**src/sv/tric_pkg.sv**
```systemverilog
// Package: payload types, register indexes and widths for the triangle classifier.
package tric_pkg;
	localparam int CoordW = 16;
	localparam int DiffW  = CoordW + 1;
	localparam int MagW   = CoordW;
	localparam int SqW    = 2 * MagW + 1;
	localparam int SideW  = 17;
	localparam int RootW  = (SqW + 1) / 2;
	localparam int PerimW = 19;
	localparam int AreaW  = 32;
	localparam int CrossW = 2 * DiffW + 1;
	localparam int LenTolW = 16;
	localparam int SqTolW  = 24;
	localparam int CfgW    = 24;
	localparam int CfgIdxW = 1;
	localparam int SqrtSteps = RootW;

	localparam logic [CfgIdxW-1:0] REG_LEN_TOL = 1'd0;
	localparam logic [CfgIdxW-1:0] REG_SQ_TOL  = 1'd1;

	typedef enum logic [1:0] {
		CLS_EQUILATERAL = 2'd0,
		CLS_ISOSCELES   = 2'd1,
		CLS_SCALENE     = 2'd2,
		CLS_INVALID     = 2'd3
	} side_class_t;

	typedef struct packed {
		logic signed [CoordW-1:0] point_a_x;
		logic signed [CoordW-1:0] point_a_y;
		logic signed [CoordW-1:0] point_b_x;
		logic signed [CoordW-1:0] point_b_y;
		logic signed [CoordW-1:0] point_c_x;
		logic signed [CoordW-1:0] point_c_y;
	} in_item_t;

	typedef struct packed {
		logic [SideW-1:0]  side_ab;
		logic [SideW-1:0]  side_bc;
		logic [SideW-1:0]  side_ca;
		logic              is_valid;
		logic [PerimW-1:0] perimeter;
		logic [AreaW-1:0]  area;
		logic [1:0]        side_class;
		logic              is_right;
	} out_item_t;

	// Per-lane square root working state carried along the cell chain.
	typedef struct packed {
		logic [SqW-1:0]   rem;
		logic [RootW-1:0] root;
	} sqrt_lane_t;

	// Side data that rides along the chain untouched.
	typedef struct packed {
		logic [SqW-1:0]    q_ab;
		logic [SqW-1:0]    q_bc;
		logic [SqW-1:0]    q_ca;
		logic [AreaW-1:0]  area;
		logic              valid;
	} carry_t;
endpackage

```
**src/sv/tric_back.sv**
```systemverilog
// Back stage: perimeter, class and right-angle decisions, output register.
module tric_back (
	input  logic                 clk,
	input  logic                 arst_n,
	input  logic                 en,
	input  logic                 vld_in,
	input  tric_pkg::sqrt_lane_t lane_in [3],
	input  tric_pkg::carry_t     carry_in,
	input  logic [tric_pkg::LenTolW-1:0] len_tol,
	input  logic [tric_pkg::SqTolW-1:0]  sq_tol,
	output logic                 vld_out,
	output tric_pkg::out_item_t  res
);
	import tric_pkg::*;

	logic [SideW-1:0] s [3];
	logic e1, e2, e3, rt;
	logic [SqW:0] sum [3];
	logic [SqW-1:0] third [3];
	side_class_t cls;

	function automatic logic [SqW:0] adiff(input logic [SqW:0] p, input logic [SqW:0] q);
		return p > q ? p - q : q - p;
	endfunction

	always_comb begin
		for (int i = 0; i < 3; i++) s[i] = SideW'(lane_in[i].root);
		e1 = adiff((SqW+1)'(s[0]), (SqW+1)'(s[1])) < (SqW+1)'(len_tol);
		e2 = adiff((SqW+1)'(s[1]), (SqW+1)'(s[2])) < (SqW+1)'(len_tol);
		e3 = adiff((SqW+1)'(s[2]), (SqW+1)'(s[0])) < (SqW+1)'(len_tol);
		sum[0] = (SqW+1)'(carry_in.q_ab) + (SqW+1)'(carry_in.q_bc); third[0] = carry_in.q_ca;
		sum[1] = (SqW+1)'(carry_in.q_ab) + (SqW+1)'(carry_in.q_ca); third[1] = carry_in.q_bc;
		sum[2] = (SqW+1)'(carry_in.q_bc) + (SqW+1)'(carry_in.q_ca); third[2] = carry_in.q_ab;
		rt = 1'b0;
		for (int i = 0; i < 3; i++)
			if (adiff(sum[i], (SqW+1)'(third[i])) < (SqW+1)'(sq_tol)) rt = 1'b1;
		priority if (e1 && e2) cls = CLS_EQUILATERAL;
		else if (e1 || e2 || e3) cls = CLS_ISOSCELES;
		else cls = CLS_SCALENE;
	end

	always_ff @(posedge clk or negedge arst_n) begin
		if (!arst_n) begin
			vld_out <= 1'b0;
		end else if (en) begin
			vld_out <= vld_in;
		end
	end

	always_ff @(posedge clk) begin
		if (en) begin
			res.side_ab  <= s[0];
			res.side_bc  <= s[1];
			res.side_ca  <= s[2];
			res.is_valid <= carry_in.valid;
			res.perimeter <= carry_in.valid ?
				PerimW'(s[0]) + PerimW'(s[1]) + PerimW'(s[2]) : '0;
			res.area       <= carry_in.valid ? carry_in.area : '0;
			res.side_class <= carry_in.valid ? cls : CLS_INVALID;
			res.is_right   <= carry_in.valid & rt;
		end
	end
endmodule

```
**config.mk**
```make
export PLATFORM = sky130hd
export DESIGN_NAME = tric_back
export DESIGN_NICKNAME = d
export VERILOG_FILES = /design/src/sv/tric_pkg.sv /design/src/sv/tric_back.sv
export SDC_FILE = /design/constraint.sdc
export NUM_CORES = 1
export LEC_CHECK = 0
export BUFFER_PORTS_ARGS = -buffer_cell sky130_fd_sc_hd__buf_2
export CAP_MARGIN = 25
export CORE_UTILIZATION = 60
export CTS_CLUSTER_SIZE = 20
export DETAILED_ROUTE_END_ITERATION = 8
export HOLD_SLACK_MARGIN = 0.05
export PLACE_DENSITY = 0.92
export SLEW_MARGIN = 10
export SYNTH_ARGS = -nofsm -noshare
export SYNTH_HDL_FRONTEND = slang
export SYNTH_SLANG_ARGS = --single-unit
export TNS_END_PERCENT = 100
```
**constraint.sdc**
```tcl
create_clock -name clk -period 0.94 [get_ports clk]
set_clock_uncertainty 0.15 [all_clocks]
set_input_delay 0.094 -clock clk [delete_from_list [all_inputs] [get_ports clk]]
set_output_delay 0.094 -clock clk [all_outputs]
set_load 0.05 [all_outputs]
```
==> metrics.txt, run 1 <==
Top FF cell, synth=edfxtp_1; clock sink count=107; largest net degree at the start of global routing=slightly below 60; total CTS buffers=9; Chip Height=between 200 and 250 um; Yosys cell types=101; sequential area share after synthesis=0.114; Root Driver=clkbuf_16; synthesis-stage register bit count=107; Synth async-reset ratio=0.00935; first-pass GRT wire length=364 mm; Final Wtd Congestion=about 1.2; htree depth=3; first error=[ERROR GRT-0116] Global routing finished with congestion. Check the congestion regions in the DRC Viewer.; via count of the first global-routing pass=54700; Starting Density=0.607; Cells after DPL=between 5000 and 6000; placed instance area=40400 um^2; EDFF count, synth=106; Ys Warns=0; Cells after Synth=~3700; Die Width=~220 um; DP Wirelength=about 130 mm; Clock Path Buffers=2; Last stage=global routing (5_1_grt); status=stopped before the end; GRT overflow=about 3400; Post-Syn Area=~28000 um^2; gr usage total=0.983; Synth Area per Inst=between 7 and 8 um^2; Top Ports=approximately 430; Syn Nets=around 4500; Buffers on Ports=~330; FP Rows=around 80
kinds of logic after synthesis:
group	Yosys count	share of synthesized area
adders and majority gates	562	0.258
DFF	107	0.114
xor gates and xnor gates	234	0.0725
buffers and inverters	521	0.0718
and+or+nand+nor	875	0.156
muxes	75	0.0272
AOI/OAI and AO/OA	1285	0.301
synth_stat cells, types with 51 or more instances:
| cell | n | share of area |
|---|---|---|
| ha_1 | 529 | 0.23 |
| inv_1 | 379 | 0.050 |
| a21oi_1 | 363 | 0.064 |
| a21o_1 | 226 | 0.060 |
| nand2_1 | 204 | 0.027 |
| o21ai_0 | 198 | 0.035 |
| nor2_1 | 188 | 0.025 |
| xnor2_1 | 147 | 0.046 |
| edfxtp_1 | 106 | 0.11 |
| clkbuf_1 | 87 | 0.012 |
| xor2_1 | 87 | 0.027 |
| nand3_1 | 85 | 0.015 |
| o21bai_1 | 69 | 0.018 |
| nor3_1 | 64 | 0.011 |
| mux2i_1 | 61 | 0.022 |
| and2_1 | 59 | 0.013 |
| nand2b_1 | 53 | 0.012 |
| a31oi_1 | 52 | 0.012 |
| nand4_1 | 51 | 0.011 |
through the flow:
stage / hold slack, ns / TNS (ns) / setup WS, ns
after floorplan: -0.352 / -41.02 / -5.89
after global placement: -0.281 / -69.25 / -6.68
after detailed placement: -0.281 / -81.35 / -7.94
after CTS: -0.0678 / -73.63 / -6.93
repair_timing:
item                                   in CTS
buffers inserted                           57
gates resized for setup                   377
endpoints found under the hold margin      85
setup endpoints to repair                 161
gates cloned                                0
hold buffers                               63
pin swaps                                 108
layer usage:
| metal | overflow | global-route usage |
|---|---|---|
| met5 | 8 | 0.533 |
| met2 | 2518 | 1.25 |
| met3 | 45 | 0.787 |
| met4 | 737 | 1.09 |
| met1 | 80 | 0.888 |
==> run 2, diff against run 1 <==
- CORE_UTILIZATION: 60 -> 40
- CTS_CLUSTER_SIZE: 20 -> not set
- HOLD_SLACK_MARGIN: 0.05 -> not set
- PLACE_DENSITY: 0.92 -> not set
- PLACE_DENSITY_LB_ADDON: not set -> 0.15
==> metrics.txt, run 2 <==
first-pass GRT wire length=176 mm; Cells after DPL=6225; P_int=around 36000 uW; CORE AREA=about 70000 um^2; dpl ws=-7.72 ns; Top FF cell, synth=edfxtp_1; clock sink count=about 110; Biggest register=res; Combinational Power Share=0.853; via count=around 34000; Final WS setup=-6.73 ns; total CTS buffers=9; Initial DRT Pass Iterations=6; Area Overhead vs Synth=57.5%; multiplexer share of the synthesized area=0.0272; GRT overflow=0; fillcell total=between 6000 and 7000; Yosys top cell area share=0.234; Non-Filler Instances=6330; Final Setup Violations=129; EDFF count, synth=between 100 and 150; CP Capture Point=res[0]; antenna-violating nets left=0; Leak Pwr=between 0.02 and 0.025 uW; gr usage total=0.315; critical path type=in2reg; CP startpoint kind=input pin; R2R depth=1; most common cell in the synthesized netlist=ha_1; Die Width=around 270 um; Synth Area per Inst=slightly below 8 um^2; Buffers on Ports=around 330; Final Wtd Congestion=about 1.0; total routed wirelength=around 120 mm; Max Clk Rate=around 130 MHz; DP Wirelength=approximately 100 mm; clock network fraction of total power=0.058; Root Driver=clkbuf_16; Sw Ratio=0.465; Tightest Pin Transition=approximately 0.64 ns; cts hold-fix bufs=56; FP Rows=slightly below 100; Top Ports=roughly 430; share of layout cells above drive strength 1=0.380; antenna violations before repair=0; Max Cap Viol=0; Chip Height=~270 um; Final Cycle Share=8.16; most frequent cells in the layout=1429 x buf_4, 511 x ha_1, 365 x inv_1, 338 x a21oi_1, 225 x a21o_1; Cells after Synth=approximately 3700; status=finished with violations; worst r2r src=vld_out; Synth Area in Compound Gates=0.301; Final Util=0.636; RSZ-0062 raised after global routing=yes; largest net degree at the start of global routing=between 50 and 60; Post-Syn Area=around 28000 um^2; failing checks=hold timing, setup timing; pwr/cell area=~1500 nW/um^2; CP required=roughly 1.0 ns; Final Hold Viols=25; Synth async-reset ratio=0.00935; drt via density=between 5 and 6; cell accounting for the most synthesized area=ha_1; crit path time final=~7.7 ns; largest family of logic cells by synthesized area=compound AO/OA/AOI/OAI gates; slowest stage delay, CP=0.39 ns; Clock Latency Late Sink=about 0.36 ns; via count of the first global-routing pass=33400; Hold WC Path Type=in2reg; Starting Density=0.404; htree depth=3; nets@finish=around 6300; largest vdd supply drop=approximately 950 uV; sequential area share after synthesis=0.114; most common cell after layout, fill and taps aside=buf_4; Ys Warns=0; initial drt markers=about 1800; Synth top cells by count=529 x ha_1, 379 x inv_1, 363 x a21oi_1, 226 x a21o_1, 204 x nand2_1; drt drc=0; hold slack=-0.0621 ns; Max Transition Viols Final=0; Sequential Power Share=0.089; area of the die=~72000 um^2; CP max stage cell=a2111oi_2; slew margin rel.=0.561; Worst setup startpoint=carry_in[34]; synthesis-stage register bit count=about 110; synth top area cells=ha_1 23%, edfxtp_1 11%, a21oi_1 6.4%; setup slack, reg-to-reg=0.02 ns; Syn Nets=4547; Adder-Cell Fraction of Synth Area=0.258; Worst setup EP type=flip-flop; TritonCTS clock tree=done; Clock Pin Slew Worst Setup and Hold Paths=~0.09 ns; P_sw=31400 uW; Reg2Reg Capture Point=vld_out; xor and xnor area share after synthesis=0.0725; Clock Path Buffers=2; Largest register FFs=between 100 and 150; Max FO, Critical Path=8; routed len/inst=about 18 um; Arr. time, crit path=approximately 7.8 ns; Top Registers=res x106, vld_out x1; most used cell, CP=buf_4; Simple-Gate Fraction of Synth Area=0.156; Yosys cell types=slightly above 100; Tot Pwr=around 67000 uW
run 2: cell type report:
cell class                 count  area (um^2)  share of cell area
antenna                        1         2.50           0.0000562
sequential                   107         3210              0.0721
inverter                     382         1460              0.0328
timing repair buffer        1854        14300               0.321
clock inverter                 5         62.6             0.00141
multi-input combinational   3031        24100               0.541
tap                          940         1180              0.0264
clock buffer                  10          229             0.00514
run 2: worst min-delay path by stage:
stage          depth (start not counted)      end  slack (ns)         start
6_report                               2  res[69]       -0.06   lane_in[14]
5_1_grt                                2  res[97]       -0.05  lane_in[108]
2_1_floorplan                          0  vld_out       -0.35        arst_n
4_1_cts                                2  res[63]       -0.07    lane_in[8]
3_3_place_gp                           1  vld_out       -0.28        arst_n
3_5_place_dp                           1  vld_out       -0.28        arst_n
run 2: through the flow:
stage               setup TNS, ns  area [um^2]
finish                     -67.84        44500
global route               -73.43        44500
CTS                        -67.87        43900
detailed placement         -79.16        41700
global placement           -78.14        41700
floorplan                  -41.02        28700
run 2: critical path: cells and delay by family:
kind	cells	cell delay, ns
mux	1	0.21
buf+inv	6	0.85
fa+ha+maj	3	0.70
xor+xnor	1	0.09
compound gates	24	4.73
simple gates	7	1.07
run 2: what timing repair did:
action / in CTS / in global routing
hold endpoints to repair: 85 / 27
gates resized for setup: 334 / 98
setup buffers: 18 / 23
pin swaps: 80 / 90
gates cloned: 0 / 0
endpoints found under the setup margin: 162 / 147
run 2: cells by family (layout without fill, tap and decap cells):
family,count (synthesis),count (layout)
AO/OA/AOI/OAI,1285,1285
AND/OR/NAND/NOR,875,875
adder cells (fa/ha/maj),562,562
buffers and inverters,521,2251
XOR/XNOR,234,234
flip-flops,107,107
multiplexers,75,75
other,0,1
run 2: per-layer routing:
layer  vias to the layer above  share of wire  track usage
met1                     15600           0.43        0.385
met4                         0          0.049        0.138
met3                       242          0.038       0.0176
met5                         -              0            0
met2                       919           0.48        0.567
li1                      16700              -            -
run 2: power by group through the flow:
stage / sequential, uW / combinational, uW / clock, uW
2_1_floorplan: 7670 / 28800 / 0
3_5_place_dp: 6000 / 53500 / 0
3_3_place_gp: 5990 / 53300 / 0
6_report: 6020 / 57500 / 3930
4_1_cts: 6020 / 55800 / 3980
5_1_grt: 6070 / 62500 / 4090
Power figures use the tool's default switching activity.
