--- src/sv/tric_pkg.sv ---
// Package: payload types, register indexes and widths for the triangle classifier.
package tric_pkg;
	localparam int CoordW = 16;
	localparam int DiffW  = CoordW + 1;
	localparam int MagW   = CoordW;
	localparam int SqW    = 2 * MagW + 1;
	localparam int SideW  = 17;
	localparam int RootW  = (SqW + 1) / 2;
	localparam int PerimW = 19;
	localparam int AreaW  = 32;
	localparam int CrossW = 2 * DiffW + 1;
	localparam int LenTolW = 16;
	localparam int SqTolW  = 24;
	localparam int CfgW    = 24;
	localparam int CfgIdxW = 1;
	localparam int SqrtSteps = RootW;

	localparam logic [CfgIdxW-1:0] REG_LEN_TOL = 1'd0;
	localparam logic [CfgIdxW-1:0] REG_SQ_TOL  = 1'd1;

	typedef enum logic [1:0] {
		CLS_EQUILATERAL = 2'd0,
		CLS_ISOSCELES   = 2'd1,
		CLS_SCALENE     = 2'd2,
		CLS_INVALID     = 2'd3
	} side_class_t;

	typedef struct packed {
		logic signed [CoordW-1:0] point_a_x;
		logic signed [CoordW-1:0] point_a_y;
		logic signed [CoordW-1:0] point_b_x;
		logic signed [CoordW-1:0] point_b_y;
		logic signed [CoordW-1:0] point_c_x;
		logic signed [CoordW-1:0] point_c_y;
	} in_item_t;

	typedef struct packed {
		logic [SideW-1:0]  side_ab;
		logic [SideW-1:0]  side_bc;
		logic [SideW-1:0]  side_ca;
		logic              is_valid;
		logic [PerimW-1:0] perimeter;
		logic [AreaW-1:0]  area;
		logic [1:0]        side_class;
		logic              is_right;
	} out_item_t;

	// Per-lane square root working state carried along the cell chain.
	typedef struct packed {
		logic [SqW-1:0]   rem;
		logic [RootW-1:0] root;
	} sqrt_lane_t;

	// Side data that rides along the chain untouched.
	typedef struct packed {
		logic [SqW-1:0]    q_ab;
		logic [SqW-1:0]    q_bc;
		logic [SqW-1:0]    q_ca;
		logic [AreaW-1:0]  area;
		logic              valid;
	} carry_t;
endpackage

--- src/sv/tric_sqrt_cell.sv ---
// One digit cell of the square root chain: three lanes, one result bit each.
module tric_sqrt_cell #(
	parameter int STEP = 0
) (
	input  logic                    clk,
	input  logic                    arst_n,
	input  logic                    en,
	input  logic                    vld_in,
	input  tric_pkg::sqrt_lane_t    lane_in [3],
	input  tric_pkg::carry_t        carry_in,
	output logic                    vld_out,
	output tric_pkg::sqrt_lane_t    lane_out [3],
	output tric_pkg::carry_t        carry_out
);
	import tric_pkg::*;

	localparam int Shift = 2 * (SqrtSteps - 1 - STEP);

	sqrt_lane_t nxt [3];

	always_comb begin
		for (int i = 0; i < 3; i++) begin
			logic [SqW+1:0] trial;
			logic [SqW+1:0] top;
			trial = ({2'b0, SqW'(lane_in[i].root)} << 2 | (SqW+2)'(1)) << Shift;
			top = {2'b0, lane_in[i].rem};
			if (top >= trial) begin
				nxt[i].rem  = SqW'(top - trial);
				nxt[i].root = {lane_in[i].root[RootW-2:0], 1'b1};
			end else begin
				nxt[i].rem  = lane_in[i].rem;
				nxt[i].root = {lane_in[i].root[RootW-2:0], 1'b0};
			end
		end
	end

	always_ff @(posedge clk or negedge arst_n) begin
		if (!arst_n) begin
			vld_out <= 1'b0;
		end else if (en) begin
			vld_out <= vld_in;
		end
	end

	always_ff @(posedge clk) begin
		if (en) begin
			lane_out  <= nxt;
			carry_out <= carry_in;
		end
	end
endmodule

--- config.mk ---
export PLATFORM = sky130hd
export DESIGN_NAME = tric_sqrt_cell
export DESIGN_NICKNAME = d
export VERILOG_FILES = /design/src/sv/tric_pkg.sv /design/src/sv/tric_sqrt_cell.sv
export SDC_FILE = /design/constraint.sdc
export NUM_CORES = 1
export LEC_CHECK = 0
export BUFFER_PORTS_ARGS = -buffer_cell sky130_fd_sc_hd__buf_4
export CAP_MARGIN = 10
export CORE_AREA = 2 2 224 226
export DETAILED_ROUTE_END_ITERATION = 16
export DIE_AREA = 0 0 226 228
export GPL_ROUTABILITY_DRIVEN = 1
export HOLD_SLACK_MARGIN = 0.1
export PLACE_DENSITY_LB_ADDON = 0.1
export SYNTH_ARGS = -nofsm -noshare
export SYNTH_HDL_FRONTEND = slang
export SYNTH_SLANG_ARGS = --single-unit
--- constraint.sdc ---
create_clock -name clk -period 1.15 [get_ports clk]
set_input_delay 0.23 -clock clk [delete_from_list [all_inputs] [get_ports clk]]
set_output_delay 0.23 -clock clk [all_outputs]
set_load 0.02 [all_outputs]
Word-level counts from Yosys, hierarchy flattened:

Index checks and enable logic that the tools add are counted.

* add/sub/neg operators: 3
* magnitude comparators: 3
* mux-type cells: 3

Operators by type and width (number)
* 2-to-1 mux 50 bit: 3
* greater-or-equal comparator 33 x 35 -> 1 bit: 3
* subtractor 33 bit (second input constant): 3

* bits in registers: 283
* input port bits: 286
* output and inout bits: 283
* logic and storage cells: 21

Longest topological paths before layout:

Gate-level depths: netlist of run 1.

* word-level depth: 2
* mapped depth: 1
* mapped depth without buffers: 1

Worst setup path before layout of run 1:

No wires, ideal clock.

* path type: flip-flop to flip-flop
* from: reg vld_out (netlist name)
* to: reg vld_out
* library setup time: 0.125 ns
* data arrival time: 0.710 ns
* required time: 1.025 ns
* path slack: 0.315 ns
* stages on the path, launching flop included: 2
* buffers on the path: 0
* period minus slack after synthesis: 0.835 ns
* cell sequence: dfrtp_1 > mux2_4

RTL lines
* end signal, assigned: RTL line tric_sqrt_cell.sv:41 `vld_out <= vld_in;`
* end, declared: RTL line tric_sqrt_cell.sv:11 `output logic vld_out,`

Worst setup path after layout of run 1:

* from: reg carry_out[103] (netlist bit)
* to: out carry_out[103] (netlist bit)

RTL lines
* start, declared: RTL line tric_sqrt_cell.sv:13 `output tric_pkg::carry_t carry_out`
* start signal, assigned: RTL line tric_sqrt_cell.sv:48 `carry_out <= carry_in;`

No word-level cell between the ends.

==> metrics.txt, run 1 <==
Clock Sinks between 200 and 300; unrepaired setup endpoints after global routing true; Final nets around 1500; Initial Util between 10% and 20%; final hold violation count 0; Slew Viols, Final 0; CTS tree yes; Worst Hold Launch en; max incr delay on CP around 0.42 ns; CP cell instances buf_6; Pwr Density 1470 nW/um2; via count of the routed design between 6000 and 7000; EDFF count, synth ~280; synthesized flop and latch total ~280; Area Overhead vs Synth 119%; Die X about 230 um; Post-Syn Nets 576; Crit path arrival time around 1.1 ns; area of the mapped netlist around 8500 um2; failing checks negative setup slack; final wirelength 30.9 mm; FP Rows 82; Clock Latency Late Sink around 0.51 ns; outcome finished, violations left; layout cell share with drive strength beyond 1 51.6%; Fmax achieved about 750 MHz; Area contributors post-synth edfxtp_1 99%, dfrtp_1 0.29%, and2_1 0.22%; YS warnings 0; Clock Pin Slew Worst Setup and Hold Paths 0.05 ns; Buf/Inv on CP 1; grt met2 use between 20% and 30%; met1 Resource Use GR around an eighth; asr flop ratio synth less than 1%; count leader, synth edfxtp_1; FF-to-FF Start vld_out; Top FF cell, synth edfxtp_1; Final period util 116%; post-synth top area share 99.1%; relative slew slack between 80 and 90%; TNS Setup -35.32 ns; GRT Total Usage 11.7%; Placed Area about 14000 um2; Critical Path Sink Type output pin; root buffer cell clkbuf_16; Synth area leader edfxtp_1; family with the most delay on the worst path flip-flops; number of buffers added on ports ~570; Req. time, crit path a little over 0.9 ns; vias in the first global route approximately 7200; worst hold path class input port to flop; I/O Pins 569; wire length per cell 16.4 um; Pre-antenna DRT Iters 4; Synth Instances 290; Post-Route Skew 0 ns; initial antenna violation count 6; drc violations 0; H-Tree Depth 2; Crit. Startpoint carry_out[103]; Die Ht about 230 um; number of post-CTS setup repair buffers 0; grt met3 use under 10%; Final WS setup -0.179 ns; gr busiest metal met2; post-layout minimum cycle time between 1 and 1.5 ns; CP Class flop to output pin; clk buf depth 3; vias per cell between 3 and 4; Core Area slightly below 50000 um2; iteration-0 DRC count of the detailed router 192; total congestion overflow 0; CTS Buf Count 36; crit path max fanout 1; slowest cell on the critical path edfxtp_1; distinct cell type count after synthesis 5; first-pass GRT wire length between 40 and 50 mm; Final GP Congestion 0.703; Final Instance Area 18800 um2; number of max-cap violations 0; maximum VDD drop ~0.0011 V; Post-DP HPWL 22.9 mm; die area approximately 52000 um2; largest net degree at the start of global routing 47; Leak around 7.7 nW; CP Launch Type flop; # setup viols final roughly 280; Seq/Total Area, Yosys just under 100%; Routed Antenna Nets 0; syn avg cell area 29.5 um2; slew at the pin with the worst max-slew slack between 0.2 and 0.3 ns; Commonest cells post-synth 282 x edfxtp_1, 3 x and2_1, 3 x nor2b_1
-- state kept, by name (all words and copies together) (netlist names) --
signal and flops:
vld_out 1, carry_out 132, lane_out 150
-- power breakdown --
part | leakage, nW | switching, mW | internal, mW
Clock | 0.512 | 4.28 | 5.89
Combinational | 4.37 | 1.99 | 2.70
Sequential | 2.77 | 0.364 | 12.3
Total | 7.65 | 6.63 | 20.9
-- path summary, 6_finish.rpt --
check	cells past startpoint	slack (ns)	end
max	1	-0.18	carry_out[103]
min	2	0.22	lane_out[112]
max reg2reg	1	0.38	vld_out
min reg2reg	1	0.54	vld_out
max in group asynchronous	3	0.46	vld_out
min in group asynchronous	3	0.58	vld_out
-- what timing repair did --
action / 4_1_cts / 5_1_grt
endpoints found under the setup margin: 283 / 283
resized for setup: 278 / 5
hold buffers: 282 / 0
hold endpoints to repair: 284 / 0
-- cells in the final DEF, fill, tap and decap left out --
| cell type | synthesis | routed |
|---|---|---|
| dlygate4sd3_1 | 0 | 282 |
| clkinv_4 | 0 | 1 |
| clkinv_2 | 0 | 7 |
| and2_1 | 3 | 3 |
| diode_2 | 0 | 2 |
| nor2b_1 | 3 | 3 |
| buf_4 | 0 | 292 |
| edfxtp_1 | 282 | 282 |
| clkinvlp_4 | 0 | 1 |
| mux2_4 | 1 | 1 |
| clkbuf_16 | 0 | 37 |
| buf_6 | 0 | 283 |
| buf_12 | 0 | 5 |
| buf_8 | 0 | 1 |
| clkbuf_1 | 0 | 10 |
| clkinv_1 | 0 | 8 |
| dfrtp_1 | 1 | 1 |
-- per-stage QoR --
stage	hold slack [ns]	power, mW	util (%)	cells	setup WS [ns]
4_1_cts	0.194	28.0	38.0	1889	-0.239
5_1_grt	0.209	28.6	38.0	1891	-0.228
3_3_place_gp	0.0162	16.2	28.0	1543	0.00678
3_5_place_dp	0.0116	16.2	28.0	1543	0.00998
2_1_floorplan	-0.0656	13.8	-	290	0.315
6_report	0.224	27.5	38.0	1891	-0.179
-- layer usage --
metal  wire, um  vias up
li1           -     3005
met2      16400      292
met4        860        4
met1      10700     3013
met3       2880       51
met5         21        -
-- final cells by class --
| cell class | instances | area (um2) |
|---|---|---|
| Tap cell | 672 | 841 |
| Clock inverter | 17 | 81.3 |
| Multi-Input combinational cell | 7 | 52.6 |
| Fill cell | 4655 | 30600 |
| Timing Repair Buffer | 863 | 8320 |
| Clock buffer | 47 | 963 |
| Antenna cell | 2 | 5.00 |
| Sequential cell | 283 | 8490 |
-- cell families (layout without fill, tap and decap cells) --
group	after synthesis	after routing	share of synthesized area, %
buf+inv	0	927	0
mux	1	1	0.176
flops	283	283	99.4
simple gates	6	6	0.439
other cells	0	2	0
No activity file was read; power rests on OpenSTA's default activity.
==> run 2, diff against run 1 <==
- clock period: 1.15 -> 1.1 ns (I/O delays scaled with it)
==> run 2 against run 1 <==
Net effect:
- the flow still finishes with violations (negative setup slack)
- largest cell class is now non-clock buffers
- via count increased by 1.1%
- highest routed layer unchanged
- die area unchanged
- cell count increased by 0.53%
- cell area increased by 1.2%
- setup slack got worse by 0.047 ns
- sequential share of layout area decreased by 0.52 points
- combinational power increased by 6.4%
- clock skew unchanged
- critical endpoint is now carry_out[97]
- global-route usage increased by 0.23 points
- count of clock-buffer cells in the layout unchanged
- register-to-register slack got worse by 0.05 ns
- non-clock buffer count increased by 15
==> metrics.txt, run 2 (synthesis gave the netlist of run 1 again) <==
Clock Sinks 283 (unchanged); max incr delay on CP 0.43 ns (was 0.42 ns); Routed Antenna Nets 0 (unchanged); # setup viols final 350 (was 283); Comb power frac 17.1% (was 17.0%); Final period util 121%; first-pass GRT wire length 45.4 mm (was 44.2 mm); Post-DP HPWL 23.6 mm (was 22.9 mm); clock power share 37.5% (was 37.0%); Die Ht 228 um (unchanged); family with the most delay on the worst path flip-flops (unchanged); Critical Path Sink Type output pin (unchanged); Post-Route Skew 0 ns (unchanged); Min-Delay Endpoint carry_out[47] (was lane_out[112]); Final Instance Area 19000 um2 (was 18800 um2); Buf/Inv on CP 1 (unchanged); Final WS setup -0.226 ns (was -0.179 ns); Leak 7.76 nW (was 7.65 nW); number of max-cap violations 0 (unchanged); wire length per cell 16.6 um (was 16.4 um); Clock Pin Slew Worst Setup and Hold Paths 0.06 ns (was 0.05 ns); Crit path arrival time 1.11 ns (was 1.10 ns); GRT Total Usage 11.9% (was 11.7%); Reg with most FFs lane_out (unchanged); worst reg2reg path depth 1 (unchanged); clk buf depth 3 (unchanged); via count of the routed design 6434 (was 6365); Fmax achieved around 750 MHz; Slew Viols, Final 0 (unchanged); unrepaired setup endpoints after global routing true (unchanged); FP Rows 82 (unchanged); Net Sw Frac 23.5% (was 24.1%); CTS Buf Count 35 (was 36); Internal Power 22.3 mW (was 20.9 mW); initial antenna violation count 2 (was 6); H-Tree Depth 2 (unchanged); dpl cells 1556 (was 1543); FF-to-FF Start vld_out (unchanged); number of post-CTS setup repair buffers 0 (unchanged); Fill cells 4660 (was 4655); largest net degree at the start of global routing 44 (was 47); Placed Area 14000 um2 (was 13800 um2); layout cell share with drive strength beyond 1 52.1% (was 51.6%); number of buffers added on ports 565 (unchanged); crit path max fanout 1 (unchanged); vias per cell 3.38 (was 3.37); root buffer cell clkbuf_16 (unchanged); final hold violation count 0 (unchanged); CTS tree yes (unchanged); commonest cells after routing, fill and taps aside 301 x buf_4, 283 x dlygate4sd3_1, 283 x buf_6 (was 292 x buf_4, 283 x buf_6, 282 x edfxtp_1, 282 x dlygate4sd3_1, 37 x clkbuf_16); largest registers lane_out x150, carry_out x132, vld_out x1 (unchanged); I/O Pins 569 (unchanged); post-layout minimum cycle time 1.33 ns; FF-to-FF setup slack 0.33 ns (was 0.38 ns); Reg power frac 45.4% (was 46.0%); Initial Util 17.3% (unchanged); Worst Hold Launch carry_in[47] (was en); Area Overhead vs Synth 122% (was 119%); Req. time, crit path 0.88 ns (was 0.92 ns); final hold slack 0.409 ns (was 0.224 ns); Final nets 1491 (was 1477); slowest cell on the critical path edfxtp_1 (unchanged); hold path depth 2 (unchanged); Core Area 49300 um2 (unchanged); Finished Layout Cells 1901 (was 1891); worst hold path class input port to flop (unchanged); iteration-0 DRC count of the detailed router 160 (was 192); failing checks negative setup slack (unchanged); outcome finished, violations left (unchanged); die area 51500 um2 (unchanged); vias in the first global route 7298 (was 7182); Pwr Density 1540 nW/um2 (was 1470 nW/um2); worst r2r dst vld_out (unchanged); Net Sw Power 6.86 mW (was 6.63 mW); Die X 226 um (unchanged); total congestion overflow 0 (unchanged); CP Class flop to output pin (unchanged); drc violations 0 (unchanged); slew at the pin with the worst max-slew slack 0.249 ns (was 0.255 ns); max reg flops 150 (unchanged); Pre-antenna DRT Iters 4 (unchanged); maximum VDD drop 0.00105 V (was 0.00114 V); CP Launch Type flop (unchanged); Clock Latency Late Sink 0.52 ns (was 0.51 ns); final wirelength 31.6 mm (was 30.9 mm); most common library cell in the layout ignoring fill and taps buf_4 (unchanged); CP cell instances buf_6 (unchanged); Final GP Congestion 0.707 (was 0.703); relative slew slack 83.4% (was 83.0%)
run 2: cell count changes in the layout (fill, tap and decap cells not counted), sizes merged:
cell	before	now
clkbuf	47	48
buf	581	594
bufinv	0	2
dlygate4sd3	282	283
clkinv	16	10
diode	2	1
run 2: power by group through the flow:
stage          registers [mW]  logic, mW  clock network (mW)
2_1_floorplan            14.4     0.0133                   0
3_3_place_gp             13.3       3.72                   0
3_5_place_dp             13.3       3.71                   0
4_1_cts                  13.2       5.06                11.4
5_1_grt                  13.3       5.25                11.8
6_report                 13.2       4.99                10.9
run 2: layout make-up:
class | count | area, um2 | share of cell area, %
Timing Repair Buffer | 878 | 8510 | 44.8
Clock buffer | 47 | 963 | 5.08
Multi-Input combinational cell | 7 | 52.6 | 0.277
Sequential cell | 283 | 8490 | 44.8
Tap cell | 672 | 841 | 4.43
Clock inverter | 13 | 110 | 0.580
Antenna cell | 1 | 2.50 | 0.0132
run 2: timing repair:
| item | CTS | global route |
|---|---|---|
| hold buffers | 283 | 0 |
| setup endpoints to repair | 283 | 331 |
| gates cloned | 0 | 1 |
| gates resized for setup | 281 | 3 |
| endpoints found under the hold margin | 292 | 0 |
run 2: layer usage:
metal | vias up | global-route usage (%) | wire, um
met3 | 53 | 5.37 | 3130
met4 | 2 | 4.20 | 839
met2 | 296 | 21.8 | 16600
li1 | 3017 | - | -
met1 | 3066 | 11.9 | 10900
met5 | - | 0 | 16
run 2: how the worst max path moves through the flow:
| stage | startpoint | end | slack (ns) | cells after the start |
|---|---|---|---|---|
| floorplan | vld_out | vld_out | 0.27 | 1 |
| global placement | en | carry_out[19] | 0.03 | 3 |
| detailed placement | en | carry_out[19] | 0.04 | 3 |
| CTS | carry_out[97] | carry_out[97] | -0.27 | 1 |
| global route | carry_out[97] | carry_out[97] | -0.27 | 1 |
| finish | carry_out[97] | carry_out[97] | -0.23 | 1 |
run 2: per-stage QoR:
step,power [mW],util (%),setup slack (ns),TNS (ns)
after floorplan,14.4,-,0.265,0
after global placement,17.0,28.3,0.0343,0
after detailed placement,17.0,28.3,0.0365,0
after CTS,29.7,38.4,-0.273,-61.45
after global routing,30.4,38.4,-0.268,-65.53
final,29.2,38.4,-0.226,-47.59
